File: src/rtl/core/quad_view_grey_compositor_unit_macros.svh
// ----------------------------------------------------------------------------
// quad view grey compositor assertion macros
// shared assertion forms, clocked on clock and held off during reset
// ----------------------------------------------------------------------------
`ifndef QUAD_VIEW_GREY_COMPOSITOR_UNIT_MACROS_SVH
`define QUAD_VIEW_GREY_COMPOSITOR_UNIT_MACROS_SVH

// same-cycle implication
`define QVG_ASSERT_IMP(label, ante, cons, msg) \
   label: assert property (@(posedge clock) disable iff (reset) (ante) |-> (cons)) \
      else $error(msg);

// next-cycle implication
`define QVG_ASSERT_NXT(label, ante, cons, msg) \
   label: assert property (@(posedge clock) disable iff (reset) (ante) |=> (cons)) \
      else $error(msg);

`endif

File: src/rtl/core/qvg_pkg.sv
// ----------------------------------------------------------------------------
// qvg package
// widths, register indexes and shared types of the quad view compositor
// ----------------------------------------------------------------------------
package qvg_pkg;

   localparam int MAX_LINE_WIDTH  = 640;
   localparam int LINE_ADDR_WIDTH = $clog2(MAX_LINE_WIDTH);

   localparam int CHAN_WIDTH      = 8;
   localparam int PIXEL_WIDTH     = 3 * CHAN_WIDTH;
   localparam int SRC_WIDTH_BITS  = 10;
   localparam int SRC_HEIGHT_BITS = 11;
   localparam int COL_WIDTH       = SRC_WIDTH_BITS + 1;
   localparam int ROW_WIDTH       = SRC_HEIGHT_BITS + 1;

   localparam int CSR_INDEX_WIDTH = 1;
   localparam int CSR_DATA_WIDTH  = SRC_HEIGHT_BITS;

   localparam logic [CSR_INDEX_WIDTH-1:0] CSR_SOURCE_WIDTH  = 1'b0;
   localparam logic [CSR_INDEX_WIDTH-1:0] CSR_SOURCE_HEIGHT = 1'b1;

   localparam int WIDTH_RESET  = (640 > MAX_LINE_WIDTH) ? MAX_LINE_WIDTH : 640;
   localparam int HEIGHT_RESET = 480;

   // one output slot as decoded by the control stage
   typedef struct packed {
      logic                       left;
      logic [LINE_ADDR_WIDTH-1:0] line_addr;
      logic                       frame_start;
      logic                       line_end;
   } slot_type;

endpackage

File: src/rtl/core/qvg_req_if.sv


// ----------------------------------------------------------------------------
// qvg response interface
// valid/ready channel carrying one output pixel word with framing flags
// ----------------------------------------------------------------------------
interface qvg_rsp_if;
   import qvg_pkg::*;

   logic                  valid;
   logic                  ready;
   logic [CHAN_WIDTH-1:0] out_chan0;
   logic [CHAN_WIDTH-1:0] out_chan1;
   logic [CHAN_WIDTH-1:0] out_chan2;
   logic                  frame_start;
   logic                  line_end;

   modport source (output valid, out_chan0, out_chan1, out_chan2, frame_start, line_end,
                   input ready);
   modport sink   (input valid, out_chan0, out_chan1, out_chan2, frame_start, line_end,
                   output ready);
endinterface

File: src/rtl/core/qvg_out_stage.sv
// ----------------------------------------------------------------------------
// qvg output stage
// slot register beside the line store read, grey conversion and result register
// ----------------------------------------------------------------------------
module qvg_out_stage
   import qvg_pkg::*;
(
   input  logic                   clock,
   input  logic                   reset,
   input  logic                   accept,
   input  slot_type               slot,
   input  logic [PIXEL_WIDTH-1:0] pixel,
   input  logic [PIXEL_WIDTH-1:0] store_data,
   output logic                   slot_free,
   output logic                   slot_stalled,
   qvg_rsp_if.source              rsp_bus
);
   localparam int SUM_WIDTH   = CHAN_WIDTH + 2;
   localparam int RECIP_SHIFT = 11;
   localparam int GREY_RECIP  = 683;   // ceil(2^11 / 3), exact for sums up to 765
   localparam int PROD_WIDTH  = SUM_WIDTH + RECIP_SHIFT;

   logic                   s1_valid_ff, s1_valid_in;
   logic                   s1_left_ff;
   logic                   s1_frame_start_ff;
   logic                   s1_line_end_ff;
   logic [PIXEL_WIDTH-1:0] s1_pixel_ff;

   logic                   rsp_valid_ff, rsp_valid_in;
   logic [PIXEL_WIDTH-1:0] rsp_pixel_ff, rsp_pixel_in;
   logic                   rsp_frame_start_ff;
   logic                   rsp_line_end_ff;

   logic                   out_free;
   logic                   s1_move;
   logic [SUM_WIDTH-1:0]   sum;
   logic [PROD_WIDTH-1:0]  prod;
   logic [CHAN_WIDTH-1:0]  grey;

   always_comb begin
      out_free     = !rsp_valid_ff || rsp_bus.ready;
      s1_move      = s1_valid_ff && out_free;
      slot_free    = !s1_valid_ff || out_free;
      slot_stalled = s1_valid_ff && !out_free;

      sum  = SUM_WIDTH'(store_data[CHAN_WIDTH-1:0])
           + SUM_WIDTH'(store_data[2*CHAN_WIDTH-1:CHAN_WIDTH])
           + SUM_WIDTH'(store_data[3*CHAN_WIDTH-1:2*CHAN_WIDTH]);
      prod = PROD_WIDTH'(sum) * PROD_WIDTH'(GREY_RECIP);
      grey = prod[RECIP_SHIFT +: CHAN_WIDTH];

      rsp_pixel_in = s1_left_ff ? s1_pixel_ff : {grey, grey, grey};
      s1_valid_in  = accept || (s1_valid_ff && !out_free);
      rsp_valid_in = s1_move || (rsp_valid_ff && !rsp_bus.ready);
   end

   always_ff @(posedge clock) begin
      if (reset) begin
         s1_valid_ff  <= 1'b0;
         rsp_valid_ff <= 1'b0;
      end else begin
         s1_valid_ff  <= s1_valid_in;
         rsp_valid_ff <= rsp_valid_in;
      end
      if (accept) begin
         s1_left_ff        <= slot.left;
         s1_frame_start_ff <= slot.frame_start;
         s1_line_end_ff    <= slot.line_end;
         s1_pixel_ff       <= pixel;
      end
      if (s1_move) begin
         rsp_pixel_ff       <= rsp_pixel_in;
         rsp_frame_start_ff <= s1_frame_start_ff;
         rsp_line_end_ff    <= s1_line_end_ff;
      end
   end

   assign rsp_bus.valid       = rsp_valid_ff;
   assign rsp_bus.out_chan0   = rsp_pixel_ff[CHAN_WIDTH-1:0];
   assign rsp_bus.out_chan1   = rsp_pixel_ff[2*CHAN_WIDTH-1:CHAN_WIDTH];
   assign rsp_bus.out_chan2   = rsp_pixel_ff[3*CHAN_WIDTH-1:2*CHAN_WIDTH];
   assign rsp_bus.frame_start = rsp_frame_start_ff;
   assign rsp_bus.line_end    = rsp_line_end_ff;
endmodule

File: src/flat_wrapper.sv
// flat-port wrapper written by rule: the top's interface ports become plain ports
module qvg_out_stage_flat import qvg_pkg::*;
  (clock, reset, accept, slot, pixel, store_data, slot_free, slot_stalled, rsp_bus_valid, rsp_bus_out_chan0, rsp_bus_out_chan1, rsp_bus_out_chan2, rsp_bus_frame_start, rsp_bus_line_end, rsp_bus_ready);
  qvg_rsp_if rsp_bus_i ();
  input  logic clock;
  input  logic reset;
  input  logic accept;
  input  slot_type slot;
  input  logic [PIXEL_WIDTH-1:0] pixel;
  input  logic [PIXEL_WIDTH-1:0] store_data;
  output logic slot_free;
  output logic slot_stalled;
  output wire logic [$bits(rsp_bus_i.valid)-1:0] rsp_bus_valid;
  output wire logic [$bits(rsp_bus_i.out_chan0)-1:0] rsp_bus_out_chan0;
  output wire logic [$bits(rsp_bus_i.out_chan1)-1:0] rsp_bus_out_chan1;
  output wire logic [$bits(rsp_bus_i.out_chan2)-1:0] rsp_bus_out_chan2;
  output wire logic [$bits(rsp_bus_i.frame_start)-1:0] rsp_bus_frame_start;
  output wire logic [$bits(rsp_bus_i.line_end)-1:0] rsp_bus_line_end;
  input wire logic [$bits(rsp_bus_i.ready)-1:0] rsp_bus_ready;
  assign rsp_bus_valid = rsp_bus_i.valid;
  assign rsp_bus_out_chan0 = rsp_bus_i.out_chan0;
  assign rsp_bus_out_chan1 = rsp_bus_i.out_chan1;
  assign rsp_bus_out_chan2 = rsp_bus_i.out_chan2;
  assign rsp_bus_frame_start = rsp_bus_i.frame_start;
  assign rsp_bus_line_end = rsp_bus_i.line_end;
  assign rsp_bus_i.ready = rsp_bus_ready;
  qvg_out_stage u_core (.clock(clock), .reset(reset), .accept(accept), .slot(slot), .pixel(pixel), .store_data(store_data), .slot_free(slot_free), .slot_stalled(slot_stalled), .rsp_bus(rsp_bus_i));
endmodule
File: config.mk
export PLATFORM = sky130hd
export DESIGN_NAME = qvg_out_stage_flat
export DESIGN_NICKNAME = d
export VERILOG_FILES = /design/src/rtl/core/quad_view_grey_compositor_unit_macros.svh /design/src/rtl/core/qvg_pkg.sv /design/src/rtl/core/qvg_req_if.sv /design/src/rtl/core/qvg_out_stage.sv /design/src/flat_wrapper.sv
export SDC_FILE = /design/constraint.sdc
export NUM_CORES = 1
export LEC_CHECK = 0
export ABC_AREA = 1
export ABC_CLOCK_PERIOD_IN_PS = 6500
export BUFFER_PORTS_ARGS = -buffer_cell sky130_fd_sc_hd__buf_2
export CELL_PAD_IN_SITES_DETAIL_PLACEMENT = 2
export CELL_PAD_IN_SITES_GLOBAL_PLACEMENT = 2
export CORE_MARGIN = 4
export CORE_UTILIZATION = 31
export CTS_BUF_LIST = sky130_fd_sc_hd__clkbuf_8
export DETAILED_ROUTE_END_ITERATION = 16
export PLACE_DENSITY = 0.83
export SLEW_MARGIN = 20
export SYNTH_ARGS = -nofsm -noshare
export SYNTH_HDL_FRONTEND = slang
export SYNTH_SLANG_ARGS = --single-unit
export TNS_END_PERCENT = 1
File: constraint.sdc
create_clock -name clock -period 6.5 [get_ports clock]
set_input_delay 1.3 -clock clock [delete_from_list [all_inputs] [get_ports clock]]
set_output_delay 1.3 -clock clock [all_outputs]
set_load 0.005 [all_outputs]
==> implementation parameters, run 1 <==
Parameter                              Value

Floorplanning
  Die outline area ... 0.01659 mm^2
  Overall die height ... 128.8 um
  Chip Width ... 128.8 um
  Number of placement rows ... 43
  Number of ports placed on the die boundary ... 94
  Floorplan core area ... 0.01410 mm^2
  Initial standard-cell utilization of the core ... 0.3209

Worst setup path
  Reg-to-reg critical path startpoint ... u_core.s1_left_ff
  Data arrival time at the worst-slack endpoint ... 7320 ps
  CP endpoint kind ... register
  Slowest cell delay on critical path ... 540 ps
  Flop-to-flop setup slack ... 5100 ps
  Cell type of the slowest stage on the worst timing path ... sky130_fd_sc_hd__fa_1
  Reg2Reg Depth ... 4
  Required time at the endpoint of the critical path ... 6590 ps
  Highest net fanout along the worst path ... 4
  Startpoint kind of the worst setup timing path ... input port
  End of the worst register-to-register path ... u_core.rsp_pixel_ff[12]
  Class of the most critical setup path ... in2reg
  Cell occurring most often along the worst timing path ... sky130_fd_sc_hd__nand2_1

Hold path
  Hold path cells ... 0
  Type of the most critical hold path ... reg2reg
  Min-delay src ... u_core.s1_frame_start_ff
  Hold Path End ... u_core.rsp_bus.frame_start

Place
  Instance area at placement ... 0.005859 mm^2
  Total of buffers placed on input and output ports ... 83
  Placer congestion estimate ... 0.8602
  HPWL after DPL ... 13,880 um

Clock tree
  Clock slew at reported path FFs ... 110 ps
  Root buffer selected by CTS ... sky130_fd_sc_hd__clkbuf_8
  Number of buffers inserted during clock tree synthesis ... 5
  Clock Latency Late Sink ... 340 ps
  CTS tree ... built
  Level count of the clock H-tree ... 2
  Clk sinks ... 55
  Number of buffers between clock root and the deepest sink ... 2

Finish
  Final instance area ... 0.006548 mm^2
  Final nets ... 827
  Area grow syn2layout ... 44.76%
  Fraction of final layout cells sized beyond drive strength 1 ... 0.4478
  Antenna cells ... 0

Synthesis
  Mapped Avg Cell Area ... 9.212 um^2
  Cell taking the most area after synthesis ... sky130_fd_sc_hd__edfxtp_1
  Number of distinct library cells after synthesis ... 29
  Number of warnings printed during yosys synthesis ... 0
  Dominant cells by area after synthesis ... sky130_fd_sc_hd__edfxtp_1 35%, sky130_fd_sc_hd__ha_1 20%, sky130_fd_sc_hd__nand2_1 11%
  Sequential share of the synthesized area ... 0.3607
  Synth Register Bits ... 55
  Number of nets in the synthesized netlist ... 649
  Post-Syn Instances ... 491
  Cell area after synthesis ... 0.004523 mm^2
  Share of the synthesized area in the top cell type ... 0.3519

Timing
  Endpoints failing setup ... 24
  Setup repair after global routing missed its margin ... true
  Headroom to the max-slew limit ... 0.4958
  Crit path setup slack, layout ... -728.2 ps
  Hold Vio Cnt, Final ... 0
  Upper clock frequency limit ... 0.1383 GHz
  Fin crit share ... 1.112
  Measured slew at the worst slew-check pin ... 756.3 ps
  Post-route worst hold slack ... 430.4 ps
  Clock skew after layout ... 15.16 ps
  Minimum clock period after layout ... 7228 ps
  Number of pins exceeding their max-slew limit in the final report ... 0

Route
  Overall via count from detail_route ... 4,423
  Number of remaining DRC errors ... 0
  Number of nets with antenna violations after routing ... 0
  1st-pass router iterations ... 4
  Final Routed Wirelength ... 22,870 um
  Average wire length per cell after detail routing ... 26.90 um
  Number of DRC violations after detailed-routing iteration 0 ... 197
  Vias per cell ... 5.204

GRT
  First-pass GRT wire length ... 29,350 um
  Maximum number of pins on one net before global-route repair ... 30
  GR Overflow Total ... 0
  Global-route total usage across every layer ... 0.2367
  Initial antenna violation count ... 0
  Number of global-route vias before repair ... 5,117

Job
  Max-cap viol count ... 0

Outcome
  Violated checks ... negative setup slack
  Result of the run ... complete, but fails checks
## Yosys cell counts
cell type / n
sky130_fd_sc_hd__inv_2: 4
sky130_fd_sc_hd__o21ai_0: 11
sky130_fd_sc_hd__nand3_1: 20
sky130_fd_sc_hd__xnor2_1: 7
sky130_fd_sc_hd__a31o_2: 1
sky130_fd_sc_hd__nand4_1: 1
sky130_fd_sc_hd__nand2_2: 6
sky130_fd_sc_hd__nand2_1: 127
sky130_fd_sc_hd__or2_2: 1
sky130_fd_sc_hd__a211oi_1: 1
sky130_fd_sc_hd__fa_1: 21
sky130_fd_sc_hd__xor2_2: 2
sky130_fd_sc_hd__ha_1: 72
sky130_fd_sc_hd__clkbuf_1: 3
sky130_fd_sc_hd__and3_1: 1
sky130_fd_sc_hd__a21oi_1: 28
sky130_fd_sc_hd__dfxtp_1: 2
sky130_fd_sc_hd__edfxtp_1: 53
sky130_fd_sc_hd__nand3b_1: 2
sky130_fd_sc_hd__inv_1: 81
sky130_fd_sc_hd__a21o_1: 3
sky130_fd_sc_hd__a31oi_4: 1
sky130_fd_sc_hd__nor2_1: 24
sky130_fd_sc_hd__a21oi_2: 1
sky130_fd_sc_hd__xor2_1: 8
sky130_fd_sc_hd__o21bai_1: 5
sky130_fd_sc_hd__nor3_1: 2
sky130_fd_sc_hd__a31oi_1: 1
sky130_fd_sc_hd__nand3_2: 2
## sequential cells by signal, indices dropped and copies added (netlist names)
register and count:
u_core.rsp_bus.line_end 1, u_core.s1_left_ff 1, u_core.rsp_bus.valid 1, u_core.s1_valid_ff 1, u_core.s1_line_end_ff 1, u_core.s1_pixel_ff 24, u_core.rsp_pixel_ff 24, u_core.s1_frame_start_ff 1
u_core.rsp_bus.frame_start 1
## metrics by stage
step,util,instances,worst slack (ps),setup TNS [ps]
finish,0.4645,850,-728.2,-15990
global route,0.4645,850,-990.3,-21860
CTS,0.4454,842,-366.3,-7664
detailed placement,0.4157,826,-952.9,-20740
global placement,0.4157,826,-485.5,-10470
floorplan,-,491,-51.13,-627.4
## timing repair
item,4_1_cts,5_1_grt
endpoints found under the setup margin,24,24
pin swaps,45,48
buffers inserted,8,8
gates resized for setup,63,46
hold buffers,0,0
## worst max path at each step
| stage | to | start | depth (start not counted) | slack [ps] |
|---|---|---|---|---|
| 2_1_floorplan | u_core.rsp_pixel_ff[0] | store_data[0] | 33 | -50 |
| 3_3_place_gp | u_core.rsp_pixel_ff[14] | store_data[0] | 36 | -490 |
| 3_5_place_dp | u_core.rsp_pixel_ff[14] | store_data[0] | 36 | -950 |
| 4_1_cts | u_core.rsp_pixel_ff[15] | store_data[8] | 36 | -370 |
| 5_1_grt | u_core.rsp_pixel_ff[12] | store_data[0] | 33 | -990 |
| 6_report | u_core.rsp_pixel_ff[12] | store_data[0] | 33 | -730 |
## routing by layer
layer | up-vias | routed length, um | track usage
met3 | 83 | 850 | 0.03861
met2 | 164 | 12460 | 0.4652
li1 | 1961 | - | -
met5 | - | 0 | 0
met4 | 0 | 1654 | 0.1044
met1 | 2215 | 7903 | 0.2424
## layout make-up
class / count / area, um^2
clock inverters: 2 / 16.27
clock buffers: 6 / 82.58
fillers: 1516 / 7548
repair buffers: 174 / 1130
inverters: 85 / 329.1
well taps: 180 / 225.2
flip-flops and latches: 55 / 1632
multi-input cells: 348 / 3133
## cells by family (layout without fill, tap and decap cells)
family	count (synthesis)	in the layout	share of synthesized area
simple gates	186	186	0.1699
fa+ha+maj	93	93	0.2921
buf+inv	88	267	0.07303
flops	55	55	0.3607
compound gates	52	52	0.06805
xor+xnor	17	17	0.03624
## worst max-delay path, delay by kind of cell
family                   cells  cell delay, ps
AO/OA/AOI/OAI                1             200
XOR/XNOR                     1             160
adder cells (fa/ha/maj)      9            3030
buffers and inverters        7             680
AND/OR/NAND/NOR             15            1910
## cells in the final DEF (no fill, tap or decap), drive strengths merged
| master | count |
|---|---|
| nand2 | 133 |
| xnor2 | 7 |
| clkbuf | 6 |
| or2 | 1 |
| nor3 | 2 |
| nand3 | 22 |
| fa | 21 |
| clkinv | 1 |
| buf | 174 |
| inv | 85 |
| a31oi | 2 |
| a21oi | 29 |
| nand3b | 2 |
| nor2 | 24 |
| a31o | 1 |
| o21bai | 5 |
| a211oi | 1 |
| dfxtp | 2 |
| ha | 72 |
| edfxtp | 53 |
| a21o | 3 |
| and3 | 1 |
| nand4 | 1 |
| xor2 | 10 |
| o21ai | 11 |
| clkinvlp | 1 |
Power of run 1 is not shown: default switching activity piles up to over one toggle a cycle in this logic, so the estimate is an artifact.
==> run 2: changes to the inputs <==
Settings changed: ABC_CLOCK_PERIOD_IN_PS 6500 to 7740, CORE_UTILIZATION 31 to 35, GPL_TIMING_DRIVEN set to 1, PLACE_DENSITY 0.83 to 0.88.
Clock period 6.5 ns to 7.74 ns, I/O delays scaled along.
==> run 2 against run 1 <==
Compared with the run above:
- largest cell class unchanged
- final cell count fell by 9.4%
- global-route usage fell by 2.5 points
- first-iteration DRC count fell by 18%
- sequential share of layout area rose by 4.7 points
- final area fell by 16%
- the flow now finishes without violations
- utilization fell by 2.8 points
- wire length fell by 32%
- register-to-register slack improved by 1000 ps
- critical path depth fell by 1
- clock-buffer cell count fell by 1
- sequential cell count did not move
==> implementation parameters, run 2 (same netlist as run 1, synthesis figures left out) <==
Parameter                              Value

Outcome
  Result of the run ... complete, no violations

Worst setup path
  Top Family by Delay on Critical Path ... adder cells
  Class of the most critical setup path ... in2reg
  Slowest cell delay on critical path ... 530 ps
  Highest net fanout along the worst path ... 5
  Crit path buffers/inverters ... 7
  CP endpoint kind ... register
  Cell occurring most often along the worst timing path ... sky130_fd_sc_hd__nand2_1
  Cell type of the slowest stage on the worst timing path ... sky130_fd_sc_hd__fa_1
  Startpoint kind of the worst setup timing path ... input port
  Required time at the endpoint of the critical path ... 7820 ps
  Data arrival time at the worst-slack endpoint ... 7640 ps

Timing
  Upper clock frequency limit ... 0.1322 GHz
  Post-route worst hold slack ... 437.8 ps
  Headroom to the max-slew limit ... 0.5539
  Minimum clock period after layout ... 7565 ps
  Crit path setup slack, layout ... 174.8 ps
  Endpoints failing setup ... 0
  Hold Vio Cnt, Final ... 0
  Clock skew after layout ... 6.992 ps
  Setup repair after global routing missed its margin ... true
  Number of pins exceeding their max-slew limit in the final report ... 0
  Fin crit share ... 0.9774
  Measured slew at the worst slew-check pin ... 669.2 ps

Finish
  Flip-flop and latch area ... 0.001632 mm^2
  Filler cell count ... 1,399
  Final nets ... 754
  Most frequent cells in the layout ... 123 x sky130_fd_sc_hd__nand2_1, 83 x sky130_fd_sc_hd__buf_2, 80 x sky130_fd_sc_hd__inv_1, 67 x sky130_fd_sc_hd__ha_1, 53 x sky130_fd_sc_hd__edfxtp_1
  Footprint of the multi-input gates ... 0.002678 mm^2
  Largest registers in the final layout ... u_core.rsp_pixel_ff x24, u_core.s1_pixel_ff x24
  Most frequent standard cell in the layout excluding fill and tap cells ... sky130_fd_sc_hd__nand2_1
  Count of placed standard cells in the final layout, fillers left out ... 770
  Util after Layout ... 0.4368
  Area grow syn2layout ... 21.88%
  Fraction of final layout cells sized beyond drive strength 1 ... 0.2630

Route
  1st-pass router iterations ... 4
  Final Routed Wirelength ... 15,590 um
  Number of DRC violations after detailed-routing iteration 0 ... 161
  Vias per cell ... 4.957
  Number of remaining DRC errors ... 0
  Average wire length per cell after detail routing ... 20.25 um
  Overall via count from detail_route ... 3,817
  Number of nets with antenna violations after routing ... 0

Place
  Number of placed cells counting well taps ... 759
  Pre-CTS WS ... -475.7 ps
  Placer congestion estimate ... 0.8595
  HPWL after DPL ... 13,010 um
  Total of buffers placed on input and output ports ... 83

GRT
  Number of global-route vias before repair ... 4,617
  Maximum number of pins on one net before global-route repair ... 29
  First-pass GRT wire length ... 24,030 um
  Initial antenna violation count ... 1
  Global-route total usage across every layer ... 0.2114
  GR Overflow Total ... 0

Clock tree
  Root buffer selected by CTS ... sky130_fd_sc_hd__clkbuf_8
  Number of buffers between clock root and the deepest sink ... 2
  CTS tree ... built
  Clock slew at reported path FFs ... 110 ps
  Clock Latency Late Sink ... 320 ps
  Level count of the clock H-tree ... 2
  Clk sinks ... 55
  Number of buffers inserted during clock tree synthesis ... 5

Floorplanning
  Floorplan core area ... 0.01262 mm^2
  Number of ports placed on the die boundary ... 94
  Chip Width ... 121.7 um
  Number of placement rows ... 41
  Initial standard-cell utilization of the core ... 0.3584
  Overall die height ... 121.7 um
  Die outline area ... 0.01481 mm^2

Job
  Max-cap viol count ... 0

Hold path
  Type of the most critical hold path ... reg2reg
## run 2: changes by cell type in the layout (fill, tap and decap cells not counted), moves of 8 or more
cell,before,now
sky130_fd_sc_hd__nand2_1,103,123
sky130_fd_sc_hd__ha_4,10,2
sky130_fd_sc_hd__nor2_1,9,20
sky130_fd_sc_hd__nand2_2,26,10
sky130_fd_sc_hd__nor2_4,8,0
sky130_fd_sc_hd__buf_4,87,18
sky130_fd_sc_hd__inv_1,72,80
sky130_fd_sc_hd__a21oi_1,11,22
## run 2: layer usage
layer / vias to the layer above / share of wire / global-route usage / wire (um)
met5: - / 0 / 0 / 0
met4: 0 / 0.031 / 0.07353 / 482
met3: 34 / 0.022 / 0.02739 / 339
met2: 63 / 0.58 / 0.4263 / 9105
met1: 1904 / 0.36 / 0.2207 / 5666
li1: 1816 / - / - / -
## run 2: repair_timing
action	in CTS	in global routing
gates resized for setup	7	29
endpoints found under the setup margin	15	24
pin swaps	0	6
hold endpoints to repair	0	0
setup buffers	0	2
hold buffers	0	0
## run 2: cell type report
cell class,count,area share
multi-input cells,348,0.4857
clock buffers,5,0.01248
flip-flops and latches,55,0.2960
well taps,172,0.03904
diodes,1,0.0004539
repair buffers,101,0.09986
clock inverters,3,0.008625
inverters,85,0.05788
## run 2: path summary, 6_finish.rpt
check / startpoint / to / slack, ps / cells after the start
setup / recovery: store_data[0] / u_core.rsp_pixel_ff[20] / 170 / 32
hold / removal: u_core.s1_line_end_ff / u_core.rsp_bus.line_end / 440 / 0
setup reg to reg: u_core.s1_left_ff / u_core.rsp_pixel_ff[21] / 6130 / 4
hold reg to reg: u_core.s1_line_end_ff / u_core.rsp_bus.line_end / 440 / 0
## run 2: through the flow
step | TNS (ps) | area [um^2]
2_1_floorplan | 0 | 4523
6_report | 0 | 5513
3_3_place_gp | 0 | 5266
4_1_cts | 0 | 5399
5_1_grt | -1283 | 5513
3_5_place_dp | -8048 | 5266
Power of run 2 is left out for the same reason.
==> run 3: changes to the inputs <==
Settings changed: ABC_CLOCK_PERIOD_IN_PS 7740 to 6980, CELL_PAD_IN_SITES_DETAIL_PLACEMENT 2 to 0, CELL_PAD_IN_SITES_GLOBAL_PLACEMENT 2 to 1, CORE_UTILIZATION 35 to 43.
Clock period 7.74 ns to 6.98 ns, I/O delays scaled along.
==> run 3 against run 2 <==
Compared with the run above:
- global-route usage fell by 5.5 points
- wire length fell by 37%
- final area rose by 12%
- die area fell by 17%
- utilization rose by 16 points
- non-clock buffer count rose by 49
- register-to-register slack got worse by 450 ps
- critical path depth fell by 2
==> implementation parameters, run 3 (same netlist as run 1, synthesis figures left out) <==
Parameter                              Value

Worst setup path
  Data arrival time at the worst-slack endpoint ... 6790 ps
  Crit path buffers/inverters ... 8
  Highest net fanout along the worst path ... 4
  Class of the most critical setup path ... in2reg
  Required time at the endpoint of the critical path ... 7050 ps
  Slowest cell delay on critical path ... 500 ps
  Top Family by Delay on Critical Path ... adder cells
  Startpoint kind of the worst setup timing path ... input port
  Cell type of the slowest stage on the worst timing path ... sky130_fd_sc_hd__fa_1
  CP endpoint kind ... register
  Cell occurring most often along the worst timing path ... sky130_fd_sc_hd__ha_1

Clock tree
  Number of buffers between clock root and the deepest sink ... 2
  Clock slew at reported path FFs ... 100 ps
  Clock Latency Late Sink ... 310 ps
  Number of buffers inserted during clock tree synthesis ... 5
  Hold_buf cts ... 0
  Clk sinks ... 55
  Level count of the clock H-tree ... 2
  Root buffer selected by CTS ... sky130_fd_sc_hd__clkbuf_8
  CTS tree ... built

Timing
  Endpoints failing setup ... 0
  Clock skew after layout ... 10.30 ps
  Minimum clock period after layout ... 6727 ps
  Headroom to the max-slew limit ... 0.5911
  Crit path setup slack, layout ... 252.6 ps
  Number of pins exceeding their max-slew limit in the final report ... 0
  Hold Vio Cnt, Final ... 0
  Total Negative Setup Slacks ... 0 ps
  Upper clock frequency limit ... 0.1486 GHz
  Fin crit share ... 0.9638
  Measured slew at the worst slew-check pin ... 613.3 ps

Finish
  Fraction of final layout cells sized beyond drive strength 1 ... 0.3916
  Filler cell count ... 871
  Most frequent standard cell in the layout excluding fill and tap cells ... sky130_fd_sc_hd__nand2_1
  Final nets ... 803
  Flip-flop and latch area ... 0.001632 mm^2
  Largest registers in the final layout ... u_core.rsp_pixel_ff x24, u_core.s1_pixel_ff x24
  Footprint of the multi-input gates ... 0.003032 mm^2
  Final instance area ... 0.006172 mm^2
  Area grow syn2layout ... 36.46%
  Antenna cells ... 0
  Most frequent cells in the layout ... 109 x sky130_fd_sc_hd__nand2_1, 82 x sky130_fd_sc_hd__buf_2, 76 x sky130_fd_sc_hd__inv_1, 66 x sky130_fd_sc_hd__buf_4, 60 x sky130_fd_sc_hd__ha_1

Floorplanning
  Initial standard-cell utilization of the core ... 0.4401
  Die outline area ... 0.01222 mm^2
  Overall die height ... 110.6 um
  Number of placement rows ... 37
  Chip Width ... 110.6 um
  Number of ports placed on the die boundary ... 94
  Floorplan core area ... 0.01028 mm^2

Place
  Placer congestion estimate ... 0.8550
  Pre-CTS WS ... -426.1 ps
  Total of buffers placed on input and output ports ... 83
  HPWL after DPL ... 7817 um
  Instance area at placement ... 0.005573 mm^2

GRT
  Maximum number of pins on one net before global-route repair ... 30
  First-pass GRT wire length ... 15,990 um
  Initial antenna violation count ... 0
  Number of global-route vias before repair ... 3,654
  Global-route total usage across every layer ... 0.1563
  GR Overflow Total ... 0

Hold path
  Type of the most critical hold path ... reg2reg

Route
  Average wire length per cell after detail routing ... 12.59 um
  Final Routed Wirelength ... 9846 um
  1st-pass router iterations ... 5
  Number of remaining DRC errors ... 0
  Number of DRC violations after detailed-routing iteration 0 ... 122
  Number of nets with antenna violations after routing ... 0
  Overall via count from detail_route ... 3,753
  Vias per cell ... 4.799

Outcome
  Result of the run ... complete, no violations

Job
  Max-cap viol count ... 0
-- run 3: changes by cell type in the layout (fill, tap and decap cells not counted), moves of 5 or more --
cell	previous run	this run
sky130_fd_sc_hd__ha_4	2	11
sky130_fd_sc_hd__nor2_1	20	15
sky130_fd_sc_hd__ha_1	67	60
sky130_fd_sc_hd__buf_4	18	66
sky130_fd_sc_hd__a21oi_1	22	15
sky130_fd_sc_hd__nand2_2	10	20
sky130_fd_sc_hd__nand2_1	123	109
-- run 3: stage by stage --
stage / util / hold WS [ps] / cells
after CTS: 0.5527 / 429.1 / 777
after global routing: 0.6006 / 447.3 / 782
after floorplan: - / 400.3 / 491
after detailed placement: 0.5422 / 404.5 / 769
final: 0.6006 / 428.3 / 782
after global placement: 0.5422 / 403.1 / 769
-- run 3: path summary, 6_finish.rpt --
path	start	endpoint	slack [ps]	cells past startpoint
max	store_data[0]	u_core.rsp_pixel_ff[16]	250	30
min	u_core.s1_frame_start_ff	u_core.rsp_bus.frame_start	430	0
max reg2reg	u_core.s1_left_ff	u_core.rsp_pixel_ff[14]	5680	4
min reg2reg	u_core.s1_frame_start_ff	u_core.rsp_bus.frame_start	430	0
-- run 3: routing by layer --
metal	up-vias	routed length, um	track usage
met5	-	0	0
met4	0	79	0.03202
met3	8	343	0.02192
met2	78	5270	0.2848
met1	1750	4153	0.1970
li1	1917	-	-
-- run 3: final cells by class --
class | instances | share of cell area
repair buffers | 150 | 0.1504
multi-input cells | 348 | 0.4912
clock buffers | 5 | 0.01115
well taps | 136 | 0.02757
clock inverters | 3 | 0.003649
flip-flops and latches | 55 | 0.2643
inverters | 85 | 0.05169
-- run 3: repair_timing --
action                                  in CTS  in global routing
endpoints found under the setup margin      21                 24
pin swaps                                    2                 49
buffers inserted                             0                  5
resized for setup                            7                 94
Power of run 3 is left out for the same reason.
